--- config.mk ---
export PLATFORM = sky130hd
export DESIGN_NAME = longest_match_string_replace_top_flat
export DESIGN_NICKNAME = d
export VERILOG_FILES = /design/src/rtl/lmsr_pkg.sv /design/src/rtl/lmsr_if.sv /design/src/rtl/lmsr_datapath.sv /design/src/rtl/lmsr_ctrl.sv /design/src/rtl/lmsr_outbuf.sv /design/src/rtl/longest_match_string_replace_top.sv /design/src/flat_wrapper.sv
export SDC_FILE = /design/constraint.sdc
export NUM_CORES = 2
export LEC_CHECK = 0
export BUFFER_PORTS_ARGS = -buffer_cell sky130_fd_sc_hd__buf_2
export CORE_ASPECT_RATIO = 1.25
export CORE_MARGIN = 3
export CORE_UTILIZATION = 28
export CTS_BUF_LIST = sky130_fd_sc_hd__clkbuf_4 sky130_fd_sc_hd__clkbuf_8
export DETAILED_ROUTE_END_ITERATION = 7
export GPL_ROUTABILITY_DRIVEN = 0
export PLACE_DENSITY_LB_ADDON = 0.15
export SYNTH_ARGS = -nofsm -noshare
export SYNTH_HDL_FRONTEND = slang
export SYNTH_SLANG_ARGS = --single-unit
--- constraint.sdc ---
create_clock -name clk -period 51.7 [get_ports clk]
set_clock_uncertainty 0.05 [all_clocks]
set_input_delay 5.17 -clock clk [delete_from_list [all_inputs] [get_ports clk]]
set_output_delay 5.17 -clock clk [all_outputs]
set_load 0.02 [all_outputs]
--- src/rtl/lmsr_pkg.sv ---
package lmsr_pkg;

    localparam int PAIR_SLOTS_DEF    = 16;
    localparam int MAX_KEY_LEN_DEF   = 8;
    localparam int MAX_VALUE_LEN_DEF = 8;

    localparam logic FUNC_LOAD = 1'b0;
    localparam logic FUNC_DATA = 1'b1;

    // Commands from the controller to the datapath.
    typedef struct packed {
        logic load;      // write the pair slot from the held item
        logic push;      // append the held subject byte to the window
        logic resolve;   // latch the match result for the window head
        logic emit;      // not set by the controller and not read by the datapath
        logic advance;   // step the emit counter
        logic drop;      // remove the matched bytes from the window
        logic stash;     // keep the current output byte in the hold register
        logic use_held;  // send the hold register instead of the current byte
    } lmsr_cmd_t;

    // Status from the datapath to the controller.
    typedef struct packed {
        logic is_data;
        logic is_last;
        logic win_full;
        logic win_empty;
        logic emit_more;   // at least one byte left to emit for this position
        logic emit_final;  // the byte in flight is the last of this position
    } lmsr_stat_t;

endpackage

--- src/rtl/lmsr_if.sv ---
interface lmsr_in_if;
    logic        valid;
    logic        ready;
    logic        func;
    logic [3:0]  slot;
    logic [63:0] key_bytes;
    logic [3:0]  key_length;
    logic [63:0] value_bytes;
    logic [3:0]  value_length;
    logic [7:0]  data_byte;
    logic        last_byte;

    modport source (output valid, func, slot, key_bytes, key_length, value_bytes,
                    value_length, data_byte, last_byte, input ready);
    modport sink (input valid, func, slot, key_bytes, key_length, value_bytes,
                  value_length, data_byte, last_byte, output ready);
endinterface

interface lmsr_out_if;
    logic       valid;
    logic       ready;
    logic       byte_valid;
    logic [7:0] out_byte;
    logic       run_last;
    logic       string_end;

    modport source (output valid, byte_valid, out_byte, run_last, string_end,
                    input ready);
    modport sink (input valid, byte_valid, out_byte, run_last, string_end,
                  output ready);
endinterface

--- src/rtl/lmsr_datapath.sv ---
module lmsr_datapath #(
    parameter int PAIR_SLOTS    = lmsr_pkg::PAIR_SLOTS_DEF,
    parameter int MAX_KEY_LEN   = lmsr_pkg::MAX_KEY_LEN_DEF,
    parameter int MAX_VALUE_LEN = lmsr_pkg::MAX_VALUE_LEN_DEF
) (
    input  logic                clk,
    input  logic                rst_n,
    input  logic                capture,
    input  logic                in_func,
    input  logic [3:0]          in_slot,
    input  logic [63:0]         in_key_bytes,
    input  logic [3:0]          in_key_length,
    input  logic [63:0]         in_value_bytes,
    input  logic [3:0]          in_value_length,
    input  logic [7:0]          in_data_byte,
    input  logic                in_last_byte,
    input  lmsr_pkg::lmsr_cmd_t cmd,
    output lmsr_pkg::lmsr_stat_t stat,
    output logic [7:0]          emit_byte
);
    import lmsr_pkg::*;

    localparam int SW = (PAIR_SLOTS > 1) ? $clog2(PAIR_SLOTS) : 1;
    localparam int KW = $clog2(MAX_KEY_LEN + 1);
    localparam int VW = $clog2(MAX_VALUE_LEN + 1);
    localparam int WW = (MAX_KEY_LEN > 1) ? $clog2(MAX_KEY_LEN) : 1;
    localparam int EW = (MAX_VALUE_LEN > 1) ? $clog2(MAX_VALUE_LEN) : 1;

    // Held input item.
    logic        func_reg;
    logic [3:0]  slot_reg;
    logic [63:0] key_reg;
    logic [3:0]  klen_reg;
    logic [63:0] val_reg;
    logic [3:0]  vlen_reg;
    logic [7:0]  data_reg;
    logic        last_reg;

    always_ff @(posedge clk)
    begin
        if (capture)
        begin
            func_reg <= in_func;
            slot_reg <= in_slot;
            key_reg  <= in_key_bytes;
            klen_reg <= in_key_length;
            val_reg  <= in_value_bytes;
            vlen_reg <= in_value_length;
            data_reg <= in_data_byte;
            last_reg <= in_last_byte;
        end
    end

    // Pair table; key lengths reset to zero so every slot starts unused.
    logic [8*MAX_KEY_LEN-1:0]   keys_reg [PAIR_SLOTS];
    logic [KW-1:0]              klens_reg [PAIR_SLOTS];
    logic [8*MAX_VALUE_LEN-1:0] vals_reg [PAIR_SLOTS];
    logic [VW-1:0]              vlens_reg [PAIR_SLOTS];

    logic          slot_ok;
    logic [KW-1:0] load_klen;
    logic [VW-1:0] load_vlen;

    always_comb
    begin
        slot_ok   = ({28'd0, slot_reg} < 32'(PAIR_SLOTS));
        load_klen = (klen_reg > 4'(MAX_KEY_LEN)) ? '0 : KW'(klen_reg);
        load_vlen = (vlen_reg > 4'(MAX_VALUE_LEN)) ? VW'(MAX_VALUE_LEN) : VW'(vlen_reg);
    end

    always_ff @(posedge clk or negedge rst_n)
    begin
        if (!rst_n)
        begin
            for (int s = 0; s < PAIR_SLOTS; s++)
            begin
                klens_reg[s] <= '0;
            end
        end
        else if (cmd.load && slot_ok)
        begin
            klens_reg[SW'(slot_reg)] <= load_klen;
        end
    end

    always_ff @(posedge clk)
    begin
        if (cmd.load && slot_ok)
        begin
            keys_reg[SW'(slot_reg)]  <= key_reg[8*MAX_KEY_LEN-1:0];
            vals_reg[SW'(slot_reg)]  <= val_reg[8*MAX_VALUE_LEN-1:0];
            vlens_reg[SW'(slot_reg)] <= load_vlen;
        end
    end

    // Lookahead window as a shift line with a fill count.
    logic [7:0]    win_reg [MAX_KEY_LEN];
    logic [KW-1:0] fill_reg, fill_next;
    logic [KW-1:0] best_len_reg;
    logic [SW-1:0] best_slot_reg;
    logic [EW-1:0] eidx_reg;
    logic [7:0]    held_reg;
    logic [7:0]    cur_byte;

    // Match of every slot against the window head, in parallel.
    logic [KW-1:0] best_len;
    logic [SW-1:0] best_slot;

    always_comb
    begin
        logic ok;
        best_len  = '0;
        best_slot = '0;
        for (int s = 0; s < PAIR_SLOTS; s++)
        begin
            ok = (klens_reg[s] != '0) && (klens_reg[s] <= fill_reg)
                 && (klens_reg[s] > best_len);
            for (int i = 0; i < MAX_KEY_LEN; i++)
            begin
                if (KW'(i) < klens_reg[s] && keys_reg[s][8*i +: 8] != win_reg[i])
                begin
                    ok = 1'b0;
                end
            end
            if (ok)
            begin
                best_len  = klens_reg[s];
                best_slot = SW'(s);
            end
        end
    end

    logic [VW-1:0] cur_vlen;
    logic [KW-1:0] drop_cnt;

    always_comb
    begin
        cur_vlen = (best_len_reg == '0) ? VW'(1) : vlens_reg[best_slot_reg];
        drop_cnt = (best_len_reg == '0) ? KW'(1) : best_len_reg;
        fill_next = fill_reg;
        if (cmd.push && fill_reg < KW'(MAX_KEY_LEN))
        begin
            fill_next = fill_reg + KW'(1);
        end
        else if (cmd.drop)
        begin
            fill_next = (drop_cnt >= fill_reg) ? '0 : fill_reg - drop_cnt;
        end
    end

    always_ff @(posedge clk or negedge rst_n)
    begin
        if (!rst_n)
        begin
            fill_reg <= '0;
            eidx_reg <= '0;
        end
        else
        begin
            fill_reg <= fill_next;
            if (cmd.resolve)
            begin
                eidx_reg <= '0;
            end
            else if (cmd.advance)
            begin
                eidx_reg <= eidx_reg + EW'(1);
            end
        end
    end

    always_ff @(posedge clk)
    begin
        if (cmd.resolve)
        begin
            best_len_reg  <= best_len;
            best_slot_reg <= best_slot;
        end
        if (cmd.stash)
        begin
            held_reg <= cur_byte;
        end
        if (cmd.push && fill_reg < KW'(MAX_KEY_LEN))
        begin
            win_reg[WW'(fill_reg)] <= data_reg;
        end
        else if (cmd.drop)
        begin
            for (int i = 0; i < MAX_KEY_LEN; i++)
            begin
                if (i + int'(drop_cnt) < MAX_KEY_LEN)
                begin
                    win_reg[i] <= win_reg[i + int'(drop_cnt)];
                end
            end
        end
    end

    // Output byte selection and status.
    always_comb
    begin
        if (best_len_reg == '0)
        begin
            cur_byte = win_reg[0];
        end
        else
        begin
            cur_byte = vals_reg[best_slot_reg][8*eidx_reg +: 8];
        end
        emit_byte       = cmd.use_held ? held_reg : cur_byte;
        stat.is_data    = (func_reg == FUNC_DATA);
        stat.is_last    = last_reg;
        stat.win_full   = (fill_reg >= KW'(MAX_KEY_LEN));
        stat.win_empty  = (fill_reg == '0);
        stat.emit_more  = ({{(32-VW){1'b0}}, cur_vlen} > {{(32-EW){1'b0}}, eidx_reg});
        stat.emit_final = ({{(32-VW){1'b0}}, cur_vlen} == {{(32-EW){1'b0}}, eidx_reg} + 32'd1);
    end

endmodule

--- src/rtl/lmsr_ctrl.sv ---
module lmsr_ctrl (
    input  logic                 clk,
    input  logic                 rst_n,
    input  logic                 in_valid,
    output logic                 in_ready,
    output logic                 capture,
    input  lmsr_pkg::lmsr_stat_t stat,
    output lmsr_pkg::lmsr_cmd_t  cmd,
    output logic                 emit_valid,
    output logic                 emit_run_last,
    output logic                 emit_end,
    output logic                 emit_blank,
    input  logic                 emit_ready
);
    import lmsr_pkg::*;

    typedef enum logic [6:0] {
        ST_IDLE    = 7'b0000001,
        ST_DECODE  = 7'b0000010,
        ST_RESOLVE = 7'b0000100,
        ST_EMIT    = 7'b0001000,
        ST_NEXT    = 7'b0010000,
        ST_BLANK   = 7'b0100000,
        ST_TAIL    = 7'b1000000
    } state_t;

    state_t state_reg, state_next;
    // A byte has been produced for this item; on a final byte it sits in the
    // hold register until the next one shows it is not the last.
    logic   any_reg, any_next;

    always_comb
    begin
        state_next    = state_reg;
        any_next      = any_reg;
        cmd           = '0;
        in_ready      = 1'b0;
        capture       = 1'b0;
        emit_valid    = 1'b0;
        emit_run_last = 1'b0;
        emit_end      = 1'b0;
        emit_blank    = 1'b0;
        unique case (state_reg)
            ST_IDLE:
            begin
                in_ready = 1'b1;
                if (in_valid)
                begin
                    capture    = 1'b1;
                    any_next   = 1'b0;
                    state_next = ST_DECODE;
                end
            end
            ST_DECODE:
            begin
                if (!stat.is_data)
                begin
                    cmd.load   = 1'b1;
                    state_next = ST_IDLE;
                end
                else
                begin
                    cmd.push = 1'b1;
                    state_next = ST_NEXT;
                end
            end
            ST_NEXT:
            begin
                // Decide whether a position is resolved now.
                if (stat.is_last ? !stat.win_empty : stat.win_full)
                begin
                    state_next = ST_RESOLVE;
                end
                else if (stat.is_last)
                begin
                    state_next = any_reg ? ST_TAIL : ST_BLANK;
                end
                else
                begin
                    state_next = ST_IDLE;
                end
            end
            ST_RESOLVE:
            begin
                cmd.resolve = 1'b1;
                state_next  = ST_EMIT;
            end
            ST_EMIT:
            begin
                if (!stat.emit_more)
                begin
                    cmd.drop   = 1'b1;
                    state_next = ST_NEXT;
                end
                else if (stat.is_last && !any_reg)
                begin
                    // The first byte of a flush waits in the hold register.
                    cmd.stash   = 1'b1;
                    cmd.advance = 1'b1;
                    any_next    = 1'b1;
                    if (stat.emit_final)
                    begin
                        cmd.drop   = 1'b1;
                        state_next = ST_NEXT;
                    end
                end
                else
                begin
                    // During a flush the held byte goes out and the new one waits.
                    emit_valid   = 1'b1;
                    cmd.use_held = stat.is_last;
                    if (stat.emit_final && !stat.is_last)
                    begin
                        emit_run_last = 1'b1;
                    end
                    if (emit_ready)
                    begin
                        cmd.advance = 1'b1;
                        cmd.stash   = stat.is_last;
                        any_next    = 1'b1;
                        if (stat.emit_final)
                        begin
                            cmd.drop   = 1'b1;
                            state_next = ST_NEXT;
                        end
                    end
                end
            end
            ST_TAIL:
            begin
                // The held byte is the last of the rewritten string.
                emit_valid    = 1'b1;
                cmd.use_held  = 1'b1;
                emit_run_last = 1'b1;
                emit_end      = 1'b1;
                if (emit_ready)
                begin
                    state_next = ST_IDLE;
                end
            end
            ST_BLANK:
            begin
                emit_valid    = 1'b1;
                emit_blank    = 1'b1;
                emit_run_last = 1'b1;
                emit_end      = 1'b1;
                if (emit_ready)
                begin
                    state_next = ST_IDLE;
                end
            end
            default:
            begin
                state_next = ST_IDLE;
            end
        endcase
    end

    always_ff @(posedge clk or negedge rst_n)
    begin
        if (!rst_n)
        begin
            state_reg <= ST_IDLE;
            any_reg   <= 1'b0;
        end
        else
        begin
            state_reg <= state_next;
            any_reg   <= any_next;
        end
    end

endmodule

--- src/rtl/lmsr_outbuf.sv ---
module lmsr_outbuf (
    input  logic       clk,
    input  logic       rst_n,
    input  logic       emit_valid,
    output logic       emit_ready,
    input  logic       byte_valid,
    input  logic [7:0] out_byte,
    input  logic       run_last,
    input  logic       string_end,
    lmsr_out_if.source res
);
    // Single output register; refills in the cycle it is taken.
    logic       valid_reg;
    logic       bv_reg;
    logic [7:0] byte_reg;
    logic       rl_reg;
    logic       se_reg;

    assign emit_ready = !valid_reg || res.ready;

    always_ff @(posedge clk or negedge rst_n)
    begin
        if (!rst_n)
        begin
            valid_reg <= 1'b0;
        end
        else if (emit_ready)
        begin
            valid_reg <= emit_valid;
        end
    end

    always_ff @(posedge clk)
    begin
        if (emit_ready && emit_valid)
        begin
            bv_reg   <= byte_valid;
            byte_reg <= out_byte;
            rl_reg   <= run_last;
            se_reg   <= string_end;
        end
    end

    assign res.valid      = valid_reg;
    assign res.byte_valid = bv_reg;
    assign res.out_byte   = byte_reg;
    assign res.run_last   = rl_reg;
    assign res.string_end = se_reg;

endmodule

--- src/rtl/longest_match_string_replace_top.sv ---
// Longest-match string replacement. Load items (func 0) write a key/value pair
// into a slot; subject items (func 1) push one byte into an eight-byte lookahead
// window. When the window is full, or on the final byte until it is empty, all
// slots are compared against the window head in parallel and the longest match
// (lowest slot on ties) is replaced by its value, else the head byte passes.
// Items are taken one at a time: the input is ready only while the block is idle.
// A load item is captured, then written to its slot. A subject item is captured
// and pushed; each resolved position is latched, its output bytes sent and its
// matched bytes dropped; a final byte adds a result that closes the string.
// Output bytes leave through a single output register, one a cycle while it is
// free or taken, and the block stalls while it is full and not taken. A final
// byte yielding nothing returns one result with byte_valid 0 marking the end.
module longest_match_string_replace_top #(
    parameter int PAIR_SLOTS    = lmsr_pkg::PAIR_SLOTS_DEF,
    parameter int MAX_KEY_LEN   = lmsr_pkg::MAX_KEY_LEN_DEF,
    parameter int MAX_VALUE_LEN = lmsr_pkg::MAX_VALUE_LEN_DEF
) (
    input logic        clk,
    input logic        rst_n,
    lmsr_in_if.sink    req,
    lmsr_out_if.source res
);
    import lmsr_pkg::*;

    lmsr_cmd_t  cmd;
    lmsr_stat_t stat;
    logic       capture;
    logic [7:0] emit_byte;
    logic       emit_valid, emit_ready, emit_run_last, emit_end, emit_blank;
    logic       rdy;

    assign req.ready = rdy;

    lmsr_ctrl u_ctrl (
        .clk           (clk),
        .rst_n         (rst_n),
        .in_valid      (req.valid),
        .in_ready      (rdy),
        .capture       (capture),
        .stat          (stat),
        .cmd           (cmd),
        .emit_valid    (emit_valid),
        .emit_run_last (emit_run_last),
        .emit_end      (emit_end),
        .emit_blank    (emit_blank),
        .emit_ready    (emit_ready)
    );

    lmsr_datapath #(
        .PAIR_SLOTS    (PAIR_SLOTS),
        .MAX_KEY_LEN   (MAX_KEY_LEN),
        .MAX_VALUE_LEN (MAX_VALUE_LEN)
    ) u_dp (
        .clk             (clk),
        .rst_n           (rst_n),
        .capture         (capture),
        .in_func         (req.func),
        .in_slot         (req.slot),
        .in_key_bytes    (req.key_bytes),
        .in_key_length   (req.key_length),
        .in_value_bytes  (req.value_bytes),
        .in_value_length (req.value_length),
        .in_data_byte    (req.data_byte),
        .in_last_byte    (req.last_byte),
        .cmd             (cmd),
        .stat            (stat),
        .emit_byte       (emit_byte)
    );

    lmsr_outbuf u_out (
        .clk        (clk),
        .rst_n      (rst_n),
        .emit_valid (emit_valid),
        .emit_ready (emit_ready),
        .byte_valid (!emit_blank),
        .out_byte   (emit_blank ? 8'd0 : emit_byte),
        .run_last   (emit_run_last),
        .string_end (emit_end),
        .res        (res)
    );

endmodule
--- src/flat_wrapper.sv ---
// flat-port wrapper written by rule: the top's interface ports become plain ports
module longest_match_string_replace_top_flat import lmsr_pkg::*;
#(
    parameter int PAIR_SLOTS    = lmsr_pkg::PAIR_SLOTS_DEF,
    parameter int MAX_KEY_LEN   = lmsr_pkg::MAX_KEY_LEN_DEF,
    parameter int MAX_VALUE_LEN = lmsr_pkg::MAX_VALUE_LEN_DEF
)
  (clk, rst_n, req_valid, req_func, req_slot, req_key_bytes, req_key_length, req_value_bytes, req_value_length, req_data_byte, req_last_byte, req_ready, res_valid, res_byte_valid, res_out_byte, res_run_last, res_string_end, res_ready);
  lmsr_in_if req_i ();
  lmsr_out_if res_i ();
  input logic clk;
  input logic rst_n;
  input wire logic [$bits(req_i.valid)-1:0] req_valid;
  input wire logic [$bits(req_i.func)-1:0] req_func;
  input wire logic [$bits(req_i.slot)-1:0] req_slot;
  input wire logic [$bits(req_i.key_bytes)-1:0] req_key_bytes;
  input wire logic [$bits(req_i.key_length)-1:0] req_key_length;
  input wire logic [$bits(req_i.value_bytes)-1:0] req_value_bytes;
  input wire logic [$bits(req_i.value_length)-1:0] req_value_length;
  input wire logic [$bits(req_i.data_byte)-1:0] req_data_byte;
  input wire logic [$bits(req_i.last_byte)-1:0] req_last_byte;
  output wire logic [$bits(req_i.ready)-1:0] req_ready;
  output wire logic [$bits(res_i.valid)-1:0] res_valid;
  output wire logic [$bits(res_i.byte_valid)-1:0] res_byte_valid;
  output wire logic [$bits(res_i.out_byte)-1:0] res_out_byte;
  output wire logic [$bits(res_i.run_last)-1:0] res_run_last;
  output wire logic [$bits(res_i.string_end)-1:0] res_string_end;
  input wire logic [$bits(res_i.ready)-1:0] res_ready;
  assign req_i.valid = req_valid;
  assign req_i.func = req_func;
  assign req_i.slot = req_slot;
  assign req_i.key_bytes = req_key_bytes;
  assign req_i.key_length = req_key_length;
  assign req_i.value_bytes = req_value_bytes;
  assign req_i.value_length = req_value_length;
  assign req_i.data_byte = req_data_byte;
  assign req_i.last_byte = req_last_byte;
  assign req_ready = req_i.ready;
  assign res_valid = res_i.valid;
  assign res_byte_valid = res_i.byte_valid;
  assign res_out_byte = res_i.out_byte;
  assign res_run_last = res_i.run_last;
  assign res_string_end = res_i.string_end;
  assign res_i.ready = res_ready;
  longest_match_string_replace_top #(.PAIR_SLOTS(PAIR_SLOTS), .MAX_KEY_LEN(MAX_KEY_LEN), .MAX_VALUE_LEN(MAX_VALUE_LEN)) u_core (.clk(clk), .rst_n(rst_n), .req(req_i), .res(res_i));
endmodule
==> flow_summary.json <==
{
  "yosysTopAreaCellShare": 0.6761,
  "path_clk_slew_ps": 60,
  "ios": 167,
  "hold_viol": 0,
  "syn_area_um2": 104500,
  "worstSetupEndpointType": "flop",
  "grt_pass1_wl_mm": 488.1,
  "yosysSeqAreaShare": 0.6952,
  "worstReg2RegEnd": "u_core.u_dp.best_slot_reg[1]$_SDFFCE_PP1N_",
  "core_um2": 371300,
  "placed_cell_area_um2": 112000,
  "slowest_stage": "nor4_1",
  "setup_ws_ps": 19790,
  "drt_iter0_markers": 4586,
  "antenna_found_initial": 36,
  "status": "complete, no violations",
  "startpoint_type": "flop",
  "finalWirelength_mm": 352.5,
  "finalSetupViolCount": 0,
  "cts_root_buffer": "clkbuf_8",
  "period_share": 0.6173,
  "die_height_um": 689.1,
  "vdd_ir_drop_max_uv": 18.38,
  "cp_max_fo": 18,
  "synth_area_leaders": "edfxtp_1 (68%), mux4_2 (7.6%), xor2_1 (4.9%)",
  "cp_data_arrival_time_ps": 32680,
  "cts_tree": "yes",
  "ant_nets": 0,
  "slew_headroom": 0.02649,
  "dpl.cell_count": 11160,
  "gr-usage-all-layers": 0.1811,
  "fin_cells": 11950,
  "io_buffers": 166,
  "pwr-share-comb": 0.082,
  "min_from": "u_core.u_dp.klens_reg[52]$_DFFE_PN0P_",
  "hpwl_mm": 218.2,
  "p_clk_frac": 0.384,
  "die-area_um2": 380700,
  "synthTopCellsByCount": "edfxtp_1 (2353), xor2_1 (587), xnor2_1 (454), mux4_2 (351), nand2_1 (298)",
  "design_area_um2": 120400,
  "synthesis.nets": 6488,
  "p_sw_w": 0.001235,
  "cts.repair.resized": 0,
  "synth-edff-count": 2353,
  "path_class": "reg2reg",
  "vias_per_cell": 4.850,
  "vias": 57950,
  "post_cts.repair.setup_buffers": 0,
  "hp-class": "reg2reg",
  "min_to": "u_core.u_dp.klens_reg[52]$_DFFE_PN0P_",
  "rr_startpoint": "u_core.u_dp.win_reg[1][7]$_DFFE_PP_",
  "wl_per_cell_um": 29.50,
  "firstDrtPassIters": 6,
  "crit_top_cell": "ha_1",
  "period_needed_ps": 31910,
  "avgSynthCellArea_um2": 16.85,
  "yosysMostFrequentCell": "edfxtp_1",
  "worst_pin_slew_ps": 1447,
  "p_seq_frac": 0.533,
  "hold_depth": 2,
  "p_leak_nw": 39.59,
  "grt_pass1_vias": 60070,
  "postSynth.asyncResetShare": 0.03288,
  "syn_to_final_growth_pct": 15.23,
  "fin_nets": 6954,
  "dp_slack_ps": 20370,
  "gr-total-overflow": 0,
  "synth_top_area_cell": "edfxtp_1",
  "crit_start": "u_core.u_dp.win_reg[1][7]$_DFFE_PP_",
  "numCtsBuffers": 421,
  "swShare": 0.2668,
  "ys_warn_count": 0,
  "max-clock-path-buffers": 4,
  "p_int_w": 0.003394,
  "rows": 250,
  "yosysUniqueCellTypes": 114,
  "clkSinkCount": 2433,
  "initial_core_util": 0.2815,
  "syn_inst": 6204,
  "grt_max_degree": 125,
  "hold_buffers": 0,
  "ys_ff_latch": 2433,
  "clk_latency_ps": 1100,
  "cp_slowest_stage_delay_ps": 830,
  "die_x_um": 552.5,
  "slew_viol_final": 0,
  "p_per_area_nw_per_um2": 38.43,
  "drive_gt1_frac": 0.2164,
  "rsz0062_at_grt": "false",
  "r2r_cells": 130,
  "synthFlopType": "edfxtp_1",
  "cp.required_ps": 52470,
  "final.setup.tns_ps": 0,
  "drc": 0,
  "r2r_slack_ps": 19790,
  "n_fill_cell": 35960,
  "htreeDepth": 5,
  "fmax_mhz": 31.33,
  "cap_violations": 0
}
-- layer usage --
layer,vias up,track usage,routed length (um)
met5,-,0,120
met4,16,0.07386,16380
met3,532,0.02962,16740
met2,1714,0.3107,173000
met1,30540,0.2272,146200
li1,25150,-,-
-- stage by stage --
step | power, W | hold slack (ps) | util
4_1_cts | 0.004706 | 523.2 | 0.3243
6_report | 0.004629 | 528.2 | 0.3244
3_5_place_dp | 0.002898 | 499.7 | 0.3016
3_3_place_gp | 0.002889 | 501.3 | 0.3015
2_1_floorplan | 0.002652 | 443.5 | -
5_1_grt | 0.004829 | 555.4 | 0.3243
-- critical path, delay by kind of cell (launching register included) --
family	cells	cell delay (ps)
AND/OR/NAND/NOR	44	10280
adder cells (fa/ha/maj)	16	4790
XOR/XNOR	1	180
multiplexers	9	3230
flip-flops	1	380
buffers and inverters	9	810
AO/OA/AOI/OAI	51	11970
-- cell type report --
type	instances	area (um^2)	area share
clock inverters	207	1503	0.01248
diodes	14	35.03	0.0002909
clock buffers	567	6922	0.05747
multi-input cells	3366	30460	0.2529
flip-flops and latches	2433	72660	0.6033
inverters	111	469.2	0.003896
repair buffers	337	2230	0.01851
well taps	4914	6148	0.05105
-- logic make-up after synthesis --
group           after synthesis  share of synthesized area
compound gates              605                    0.03922
xor+xnor                   1041                    0.08724
fa+ha+maj                   131                    0.01573
buf+inv                     405                    0.01574
flops                      2433                     0.6952
mux                         546                    0.09510
simple gates               1043                    0.05174
-- power by group through the flow --
stage	clock network [W]	registers (W)	logic, W
after floorplan	0	0.00242	0.000237
after global placement	0	0.00251	0.000379
after detailed placement	0	0.00251	0.000384
after CTS	0.00185	0.00247	0.000386
after global routing	0.00193	0.00248	0.000416
final	0.00178	0.00247	0.000380
-- placed cells by master (no fill, tap or decap), types with 13 or more instances in the layout --
| cell | n |
|---|---|
| o32ai_1 | 13 |
| ha_1 | 128 |
| nor2_1 | 153 |
| nor3_1 | 45 |
| clkbuf_4 | 141 |
| a21oi_1 | 123 |
| clkinv_2 | 56 |
| mux2_2 | 49 |
| diode_2 | 14 |
| xnor2_1 | 452 |
| clkbuf_8 | 426 |
| a41oi_1 | 18 |
| mux2i_1 | 141 |
| o21ai_0 | 157 |
| edfxtp_1 | 2353 |
| dfrtp_1 | 78 |
| xor2_1 | 586 |
| buf_2 | 165 |
| nand2b_1 | 32 |
| nor4_2 | 22 |
| inv_1 | 102 |
| bufinv_16 | 16 |
| and3_1 | 25 |
| buf_4 | 163 |
| a21o_1 | 18 |
| clkinv_1 | 108 |
| nor4_1 | 153 |
| o21a_1 | 16 |
| o22ai_1 | 13 |
| a31oi_1 | 52 |
| nand3_1 | 49 |
| nor2b_1 | 34 |
| mux4_2 | 351 |
| nand4_1 | 134 |
| nand2_1 | 298 |
| a211oi_1 | 60 |
-- worst max path at each step --
stage	to	slack (ps)	cells past startpoint
after detailed placement	u_core.u_dp.best_slot_reg[1]$_SDFFCE_PP1N_	20370	129
after global placement	u_core.u_dp.best_slot_reg[1]$_SDFFCE_PP1N_	20340	130
after global routing	u_core.u_dp.best_slot_reg[1]$_SDFFCE_PP1N_	17660	131
after floorplan	u_core.u_dp.best_slot_reg[1]$_SDFFCE_PP1N_	23980	133
final	u_core.u_dp.best_slot_reg[1]$_SDFFCE_PP1N_	19790	130
after CTS	u_core.u_dp.best_slot_reg[1]$_SDFFCE_PP1N_	20340	129
Note: power is estimated with default switching activity, not from simulation.
